<file path="config.mk">
export PLATFORM = sky130hd
export DESIGN_NAME = earliest_free_server_queue
export DESIGN_NICKNAME = d
export VERILOG_FILES = /design/src/design/efsq_pkg.sv /design/src/design/efsq_cell.sv /design/src/design/earliest_free_server_queue.sv
export SDC_FILE = /design/constraint.sdc
export NUM_CORES = 2
export LEC_CHECK = 0
export ABC_CLOCK_PERIOD_IN_PS = 14000
export BUFFER_PORTS_ARGS = -buffer_cell sky130_fd_sc_hd__buf_2
export CAP_MARGIN = 0
export CORE_AREA = 2 2 476 478
export DETAILED_ROUTE_END_ITERATION = 7
export DIE_AREA = 0 0 478 480
export GPL_TIMING_DRIVEN = 0
export PLACE_DENSITY = 0.52
export REMOVE_ABC_BUFFERS = 1
export SLEW_MARGIN = 20
export SYNTH_ARGS = -nofsm -noshare
export SYNTH_HDL_FRONTEND = slang
export SYNTH_SLANG_ARGS = --single-unit
</file>
<file path="constraint.sdc">
create_clock -name i_clk -period 14 [get_ports i_clk]
set_input_delay 0.7 -clock i_clk [delete_from_list [all_inputs] [get_ports i_clk]]
set_output_delay 0.7 -clock i_clk [all_outputs]
set_load 0.03 [all_outputs]
</file>
<file path="src/design/efsq_pkg.sv">
// ----------------------------------------------------------------------------
// efsq_pkg: shared types and constants for the earliest-free-server queue
// Window count, field widths, cell control and search word types, FSM states.
// ----------------------------------------------------------------------------
package efsq_pkg;

    localparam int MAX_WINDOWS = 16;
    localparam int WIN_W       = (MAX_WINDOWS > 1) ? $clog2(MAX_WINDOWS) : 1;
    localparam int CNT_W       = $clog2(MAX_WINDOWS + 1);

    localparam int TIME_W  = 32;
    localparam int SEC_W   = 17;
    localparam int MIN_W   = 10;
    localparam int SVC_W   = 16;   // minutes * 60 fits in 16 bits
    localparam int SUM_W   = 48;
    localparam int NWIN_W  = 5;
    localparam int CFG_IDX_W  = 2;
    localparam int CFG_DATA_W = 17;

    localparam int SEC_PER_MIN = 60;

    localparam logic [SEC_W-1:0]  OPEN_RESET  = SEC_W'(8 * 3600);
    localparam logic [SEC_W-1:0]  CLOSE_RESET = SEC_W'(17 * 3600);
    localparam logic [NWIN_W-1:0] NWIN_RESET  = NWIN_W'(1);

    // configuration register indexes
    localparam logic [CFG_IDX_W-1:0] REG_NUM_WINDOWS = CFG_IDX_W'(0);
    localparam logic [CFG_IDX_W-1:0] REG_OPEN_TIME   = CFG_IDX_W'(1);
    localparam logic [CFG_IDX_W-1:0] REG_CLOSE_TIME  = CFG_IDX_W'(2);

    typedef enum logic [1:0] {
        S_IDLE,
        S_SEARCH,
        S_CALC,
        S_EMIT
    } t_state;

    // search word travelling down the chain
    typedef struct packed {
        logic              valid;
        logic [TIME_W-1:0] best_time;
        logic [WIN_W-1:0]  best_idx;
    } t_token;

    // broadcast control to every cell
    typedef struct packed {
        logic              load;   // reload all free times
        logic              wr;     // write one free time
        logic [WIN_W-1:0]  idx;
        logic [TIME_W-1:0] value;
    } t_cell_ctl;

endpackage

</file>
<file path="src/design/efsq_cell.sv">
// ----------------------------------------------------------------------------
// efsq_cell: one service window
// Holds the window free time and folds it into the passing min-search word.
// ----------------------------------------------------------------------------
module efsq_cell
    import efsq_pkg::*;
(
    input  logic             i_clk,
    input  logic             i_rst_n,
    input  logic [WIN_W-1:0] i_cell_idx,
    input  logic [CNT_W-1:0] i_count,
    input  t_cell_ctl        i_ctl,
    input  t_token           i_tok,
    output t_token           o_tok
);

    logic [TIME_W-1:0] r_free;
    logic              r_tok_valid;
    logic [TIME_W-1:0] r_tok_time;
    logic [WIN_W-1:0]  r_tok_idx;

    logic in_use;
    logic take;

    assign in_use = CNT_W'(i_cell_idx) < i_count;
    // strict less keeps the lower index on a tie
    assign take   = in_use && (r_free < i_tok.best_time);

    always_ff @(posedge i_clk) begin
        if (!i_rst_n) begin
            r_free <= TIME_W'(OPEN_RESET);
        end else if (i_ctl.load) begin
            r_free <= i_ctl.value;
        end else if (i_ctl.wr && (i_ctl.idx == i_cell_idx)) begin
            r_free <= i_ctl.value;
        end
    end

    always_ff @(posedge i_clk) begin
        if (!i_rst_n) begin
            r_tok_valid <= 1'b0;
        end else begin
            r_tok_valid <= i_tok.valid;
        end
    end

    always_ff @(posedge i_clk) begin
        r_tok_time <= take ? r_free : i_tok.best_time;
        r_tok_idx  <= take ? i_cell_idx : i_tok.best_idx;
    end

    assign o_tok.valid     = r_tok_valid;
    assign o_tok.best_time = r_tok_time;
    assign o_tok.best_idx  = r_tok_idx;

endmodule

</file>
<file path="src/design/earliest_free_server_queue.sv">
// ----------------------------------------------------------------------------
// earliest_free_server_queue: multi-window FIFO customer queue
// Sends each customer to the window that frees up first and keeps totals.
// ----------------------------------------------------------------------------
//
//  channel  direction  handshake                 payload
//  -------  ---------  ------------------------  -------------------------------
//  in       sink       i_in_valid / o_in_ready   arrival_seconds, service_minutes
//  out      source     o_out_valid / i_out_ready served, window_index, start,
//                                                wait, total_wait, served_count
//  cfg      sink       i_cfg_valid / o_cfg_ready cfg_index, cfg_data
//
//  Sequence: one input word at a time; a new word is taken only in idle. The
//  search word walks the full chain of window cells, one cell per cycle,
//  whatever the number of windows in use; then one step forms start and
//  wait, and one step updates the window, the totals and the output stage.
//  Reset: synchronous, active low; every free time returns to 8:00, totals
//  clear, registers take their reset values.
//  Stalls: the output stage holds one result; a new input word is taken
//  while it waits, and only the final update step waits for it to drain.
//  A config write to a known register reloads every free time with open_time.
// ----------------------------------------------------------------------------
module earliest_free_server_queue
    import efsq_pkg::*;
(
    input  logic                  i_clk,
    input  logic                  i_rst_n,

    input  logic                  i_in_valid,
    output logic                  o_in_ready,
    input  logic [SEC_W-1:0]      i_arrival_seconds,
    input  logic [MIN_W-1:0]      i_service_minutes,

    output logic                  o_out_valid,
    input  logic                  i_out_ready,
    output logic                  o_served,
    output logic [3:0]            o_window_index,
    output logic [TIME_W-1:0]     o_start_seconds,
    output logic [TIME_W-1:0]     o_wait_seconds,
    output logic [SUM_W-1:0]      o_total_wait,
    output logic [31:0]           o_served_count,

    input  logic                  i_cfg_valid,
    output logic                  o_cfg_ready,
    input  logic [CFG_IDX_W-1:0]  i_cfg_index,
    input  logic [CFG_DATA_W-1:0] i_cfg_data
);

    // ------------------------------------------------------------------
    // configuration
    // ------------------------------------------------------------------
    logic [NWIN_W-1:0] r_num_windows;
    logic [SEC_W-1:0]  r_open_time;
    logic [SEC_W-1:0]  r_close_time;
    logic              r_load;
    logic              cfg_wr;
    logic [CNT_W-1:0]  w_count;

    assign cfg_wr = i_cfg_valid && o_cfg_ready;

    always_ff @(posedge i_clk) begin
        if (!i_rst_n) begin
            r_num_windows <= NWIN_RESET;
            r_open_time   <= OPEN_RESET;
            r_close_time  <= CLOSE_RESET;
            r_load        <= 1'b0;
        end else begin
            r_load <= 1'b0;
            if (cfg_wr) begin
                case (i_cfg_index)
                    REG_NUM_WINDOWS: begin
                        r_num_windows <= i_cfg_data[NWIN_W-1:0];
                        r_load        <= 1'b1;
                    end
                    REG_OPEN_TIME: begin
                        r_open_time <= i_cfg_data[SEC_W-1:0];
                        r_load      <= 1'b1;
                    end
                    REG_CLOSE_TIME: begin
                        r_close_time <= i_cfg_data[SEC_W-1:0];
                        r_load       <= 1'b1;
                    end
                    default: begin
                        // unknown index: ignored
                    end
                endcase
            end
        end
    end

    // windows in use: zero means one, too many clamps to the chain length
    always_comb begin
        if (r_num_windows == '0) begin
            w_count = CNT_W'(1);
        end else if (32'(r_num_windows) > MAX_WINDOWS) begin
            w_count = CNT_W'(MAX_WINDOWS);
        end else begin
            w_count = CNT_W'(r_num_windows);
        end
    end

    // ------------------------------------------------------------------
    // control
    // ------------------------------------------------------------------
    t_state r_state;
    t_state n_state;
    logic   in_acc;
    logic   emit_go;
    logic   r_launch;

    t_token w_tok [0:MAX_WINDOWS];
    t_token tail_tok;

    assign tail_tok = w_tok[MAX_WINDOWS];
    assign in_acc   = i_in_valid && o_in_ready;
    assign emit_go  = !o_out_valid || i_out_ready;

    always_ff @(posedge i_clk) begin
        if (!i_rst_n) begin
            r_state <= S_IDLE;
        end else begin
            r_state <= n_state;
        end
    end

    always_comb begin
        n_state     = r_state;
        o_in_ready  = 1'b0;
        o_cfg_ready = 1'b0;
        case (r_state)
            S_IDLE: begin
                o_in_ready  = 1'b1;
                o_cfg_ready = 1'b1;
                if (i_in_valid) begin
                    n_state = S_SEARCH;
                end
            end
            S_SEARCH: begin
                if (tail_tok.valid) begin
                    n_state = S_CALC;
                end
            end
            S_CALC: begin
                n_state = S_EMIT;
            end
            S_EMIT: begin
                if (emit_go) begin
                    n_state = S_IDLE;
                end
            end
            default: begin
                n_state = S_IDLE;
            end
        endcase
    end

    // ------------------------------------------------------------------
    // customer datapath
    // ------------------------------------------------------------------
    logic [SEC_W-1:0]  r_arrival;
    logic [SVC_W-1:0]  r_svc_sec;
    logic              r_served;
    logic [TIME_W-1:0] r_best_time;
    logic [WIN_W-1:0]  r_best_idx;
    logic [TIME_W-1:0] r_start;
    logic [TIME_W-1:0] r_wait;
    logic [SUM_W-1:0]  r_wait_sum;
    logic [31:0]       r_served_total;

    logic [TIME_W-1:0] w_arr32;
    logic [TIME_W:0]   w_fin_wide;
    logic [TIME_W-1:0] w_finish;
    logic [SUM_W:0]    w_sum_wide;
    logic [SUM_W-1:0]  n_wait_sum;
    logic [31:0]       n_served_total;

    assign w_arr32    = TIME_W'(r_arrival);
    assign w_fin_wide = {1'b0, r_start} + (TIME_W + 1)'(r_svc_sec);
    assign w_finish   = w_fin_wide[TIME_W] ? '1 : w_fin_wide[TIME_W-1:0];
    assign w_sum_wide = {1'b0, r_wait_sum} + (SUM_W + 1)'(r_wait);

    always_comb begin
        n_wait_sum     = r_wait_sum;
        n_served_total = r_served_total;
        if (r_served) begin
            n_wait_sum = w_sum_wide[SUM_W] ? '1 : w_sum_wide[SUM_W-1:0];
            if (r_served_total != '1) begin
                n_served_total = r_served_total + 32'd1;
            end
        end
    end

    always_ff @(posedge i_clk) begin
        if (!i_rst_n) begin
            r_launch <= 1'b0;
        end else begin
            r_launch <= in_acc;
        end
    end

    always_ff @(posedge i_clk) begin
        if (in_acc) begin
            r_arrival <= i_arrival_seconds;
            r_svc_sec <= SVC_W'(32'(i_service_minutes) * SEC_PER_MIN);
            r_served  <= !(i_arrival_seconds > r_close_time);
        end
        if (r_state == S_SEARCH && tail_tok.valid) begin
            r_best_time <= tail_tok.best_time;
            r_best_idx  <= tail_tok.best_idx;
        end
        if (r_state == S_CALC) begin
            if (!r_served) begin
                r_start <= '0;
                r_wait  <= '0;
            end else if (w_arr32 > r_best_time) begin
                r_start <= w_arr32;
                r_wait  <= '0;
            end else begin
                r_start <= r_best_time;
                r_wait  <= r_best_time - w_arr32;
            end
        end
    end

    // running totals
    always_ff @(posedge i_clk) begin
        if (!i_rst_n) begin
            r_wait_sum     <= '0;
            r_served_total <= '0;
        end else if (r_state == S_EMIT && emit_go) begin
            r_wait_sum     <= n_wait_sum;
            r_served_total <= n_served_total;
        end
    end

    // ------------------------------------------------------------------
    // output stage
    // ------------------------------------------------------------------
    logic r_out_valid;

    always_ff @(posedge i_clk) begin
        if (!i_rst_n) begin
            r_out_valid <= 1'b0;
        end else if (r_state == S_EMIT && emit_go) begin
            r_out_valid <= 1'b1;
        end else if (i_out_ready) begin
            r_out_valid <= 1'b0;
        end
    end

    always_ff @(posedge i_clk) begin
        if (r_state == S_EMIT && emit_go) begin
            o_served        <= r_served;
            o_window_index  <= r_served ? 4'(r_best_idx) : 4'd0;
            o_start_seconds <= r_start;
            o_wait_seconds  <= r_wait;
            o_total_wait    <= n_wait_sum;
            o_served_count  <= n_served_total;
        end
    end

    assign o_out_valid = r_out_valid;

    // ------------------------------------------------------------------
    // chain of window cells
    // ------------------------------------------------------------------
    t_cell_ctl w_ctl;

    assign w_ctl.load  = r_load;
    assign w_ctl.wr    = (r_state == S_EMIT) && emit_go && r_served;
    assign w_ctl.idx   = r_best_idx;
    assign w_ctl.value = r_load ? TIME_W'(r_open_time) : w_finish;

    // search word enters with the largest time so window 0 always wins ties
    assign w_tok[0].valid     = r_launch;
    assign w_tok[0].best_time = '1;
    assign w_tok[0].best_idx  = '0;

    for (genvar g = 0; g < MAX_WINDOWS; g++) begin : g_cell
        efsq_cell u_cell (
            .i_clk      (i_clk),
            .i_rst_n    (i_rst_n),
            .i_cell_idx (WIN_W'(g)),
            .i_count    (w_count),
            .i_ctl      (w_ctl),
            .i_tok      (w_tok[g]),
            .o_tok      (w_tok[g+1])
        );
    end

    // ------------------------------------------------------------------
    // checks
    // ------------------------------------------------------------------
    a_tail_in_search: assert property (@(posedge i_clk) disable iff (!i_rst_n)
        tail_tok.valid |-> r_state == S_SEARCH)
        else $error("search word left chain outside search state");

    a_launch_follows_accept: assert property (@(posedge i_clk) disable iff (!i_rst_n)
        in_acc |=> r_launch && r_state == S_SEARCH)
        else $error("accepted word did not launch a search");

    a_write_only_emit: assert property (@(posedge i_clk) disable iff (!i_rst_n)
        w_ctl.wr |-> r_state == S_EMIT && !r_load)
        else $error("window write outside update step");

    a_unserved_zero: assert property (@(posedge i_clk) disable iff (!i_rst_n)
        $rose(r_out_valid) && !o_served |->
            o_window_index == 4'd0 && o_start_seconds == '0 && o_wait_seconds == '0)
        else $error("unserved result carries nonzero fields");

    a_count_steps: assert property (@(posedge i_clk) disable iff (!i_rst_n)
        $rose(r_out_valid) && o_served |-> o_served_count != '0)
        else $error("served result with zero served count");

endmodule

</file>
==> summary.txt <==
STA
  • RSZ-0062 raised after global routing: false
  • Minimum clock period: 5.12 ns
  • Period utilization: 0.365
  • Hold Slack: 0.0998 ns
  • Slew @ Worst Pin: 1.32 ns
  • Slew Limit Fails: 0
  • Fin. Hold Viols: 0
  • Clock Skew: 0.0301 ns
  • Max-slew headroom: 0.119
  • F_max: 0.195 GHz
  • # setup viols final: 0

Clocking
  • Clock Pin Slew Worst Setup and Hold Paths: 0.06 ns
  • Max Root-Sink Buffers: 3
  • Clock sink count: 1494
  • H-tree level count: 4
  • CTS tree: yes
  • Post-CTS Repair Setup Buffers: 0
  • Clock latency on the worst-skew pair: 0.80 ns
  • TritonCTS Buffers: 157
  • Hold_buf cts: 0
  • Root Driver: clkbuf_16
  • Post-cts gate resize count: 0

Final layout
  • Final core utilization: 0.348
  • Most frequent cells in the layout: dfxtp_1, nand2_1, a21oi_1
  • Fraction of layout cells with a size suffix above 1: 0.169
  • Syn-to-layout area delta: 16.5%
  • Layout Cells excl Fill: 9963
  • Nets: 7479
  • Fillcell total: 22382
  • Leading cell type in the layout, fill and taps excluded: dfxtp_1

Critical path
  • CP arrival: 5.82 ns
  • Startpoint Class: register
  • CP required: 14.71 ns
  • Worst Setup Path Type: reg2reg
  • R2R Path End: g_cell[2].u_cell.r_free[0]
  • Reg2reg start: r_state[1]
  • CP Capture Type: register
  • Reg2Reg Depth: 10
  • Reg-to-reg setup timing slack: 8.88 ns
  • Max FO, Critical Path: 62

GRT
  • Grt total ovfl: 0
  • Initial antenna violation count: 12
  • GRT Total Usage: 0.153
  • Global-route wire length before repair: 277000 um
  • Largest net degree at the start of global routing: 103
  • Vias in the first global route: 47262

Detailed routing
  • Avg Vias per Cell: 4.80
  • Routed vias: 47793
  • Drt pass-1 iters: 6
  • Drt wl/cell: 17.9 um
  • Number of DRC markers in iteration 0: 3086
  • Final ANT Viol Nets: 0
  • Routed WL: 178000 um
  • Final routed DRC violation total: 0

Floorplan
  • Initial Util: 0.298
  • Rows: 174
  • Die Width: 478 um
  • Ports: 203
  • Chip height: 480 um
  • Area of the die: 229000 sq um
  • Core area: 224000 sq um

Worst hold path
  • Hold Crit Class: in2reg
  • Hold Path Depth: 1
  • Worst Hold Endpoint: r_arrival[0]
  • Min-delay src: i_arrival_seconds[0]

Logic synthesis
  • Yosys warns: 0
  • Synth cell types: 76
  • Avg Inst Size Synth: 9.94 sq um
  • Synth Register Bits: 1494
  • Post-synth design cell area: 66900 sq um
  • Post-synth top flop: dfxtp_1
  • Seq/Total Area, Yosys: 0.489
  • Post-synth ARST share: 0
  • Number of flops mapped to enable cells by yosys: 281
  • Syn Inst Count: 6724

Pwr
  • Pwr per Cell Area: 179 nW/um^2
  • Total power: 0.0140 W
  • Static Leakage: 31.8 nW
  • VDD IR max: 140 uV

Run
  • Max-cap violations: 0

Status
  • Status: finished clean

Placement
  • Hpwl dp: 133000 um
  • Input/output buffers: 202
  • Routability cong.: 0.890
  • Post-placement cell count: 9674
[Yosys cell counts, types with 40 or more instances]
cell      instances  area, sq um
a31oi_1          63          394
nor3_1           61          305
inv_1           557         2090
a21o_1          158         1190
and3_1           40          250
and2_1           50          313
nand4_1         108          676
nand2_1         709         2660
edfxtp_1        281         8440
mux2_2          481         5420
dfxtp_1        1213        24300
xnor2_1          69          604
nand2b_1         51          319
xor2_1           60          526
nor2_1          313         1170
nand3_1         129          646
a21oi_1         579         2900
ha_1            567         7090
clkbuf_1        313         1170
o21ai_0         375         1880
a211oi_1         62          465
[logic make-up (layout without fill, tap and decap cells)]
group           after synthesis  in the layout  synth area share
xor+xnor                    129            129            0.0169
fa+ha+maj                   587            587             0.112
buf+inv                     904           1144            0.0515
simple gates               1616           1616             0.111
compound gates             1487           1487             0.134
other cells                   0              7                 0
mux                         507            507            0.0849
flops                      1494           1494             0.489
[layer usage]
metal | wire length (um) | track usage
met1 | 82300 | 0.201
met2 | 81400 | 0.251
met3 | 8270 | 0.0248
met4 | 6140 | 0.0556
met5 | 50 | 0
[registers in the layout, summed over array words and instances (netlist names), 14 cells and up]
register                   flops
g_cell.u_cell.r_tok_idx       49
g_cell.u_cell.r_tok_time     512
r_wait_sum                    48
r_arrival                     17
g_cell.u_cell.r_free         512
r_wait                        32
g_cell.u_cell.r_tok_valid     16
o_start_seconds               32
r_best_time                   32
r_close_time                  17
o_total_wait                  48
r_open_time                   17
r_svc_sec                     14
o_wait_seconds                32
r_served_total                32
o_served_count                32
r_start                       32
[power by group]
group | switching (W) | leakage, nW | internal, W
combinational | 0.00259 | 16.8 | 0.00166
clock | 0.00174 | 2.63 | 0.00256
sequential | 0.000369 | 12.4 | 0.00505
[layout make-up]
cell class / count / area, sq um / share of cell area
Sequential cell: 1494 / 32700 / 0.420
Multi-Input combinational cell: 4326 / 31300 / 0.402
Clock buffer: 233 / 4780 / 0.0613
Tap cell: 2992 / 3740 / 0.0481
Timing Repair Buffer: 303 / 2630 / 0.0337
Inverter: 559 / 2110 / 0.0271
Clock inverter: 49 / 568 / 0.00729
Antenna cell: 7 / 17.5 / 0.000225
[how the worst max path moves through the flow]
stage | from | to | slack, ns | cells past startpoint
after floorplan | i_rst_n | g_cell[11].u_cell.r_free[31] | 1.85 | 4
after global placement | i_rst_n | g_cell[13].u_cell.r_free[31] | -23.17 | 5
after detailed placement | i_out_ready | g_cell[2].u_cell.r_free[8] | 8.78 | 11
after CTS | r_state[1] | g_cell[2].u_cell.r_free[11] | 9.06 | 10
after global routing | r_state[1] | g_cell[2].u_cell.r_free[6] | 8.77 | 10
final | r_state[1] | g_cell[2].u_cell.r_free[0] | 8.88 | 10
[critical path, cell delays in order, from the launching register on]
cell and delay [ns]:
dfxtp_1 0.42, ha_1 0.24, nand2b_2 0.38, clkinv_4 0.39, buf_16 0.30, nand2_1 0.39
nor3b_1 1.15, nand2_1 0.67, nand2_1 0.67, nand2_1 0.11, a21oi_1 0.15
[per-stage QoR]
stage,setup TNS [ns],instance area [sq um],setup WS (ns)
after floorplan,0,65500,1.85
after global placement,-4261.34,70300,-23.17
after detailed placement,0,72500,8.78
after CTS,0,77900,9.06
after global routing,0,77900,8.77
final,0,77900,8.88
Power figures use the tool's default switching activity.
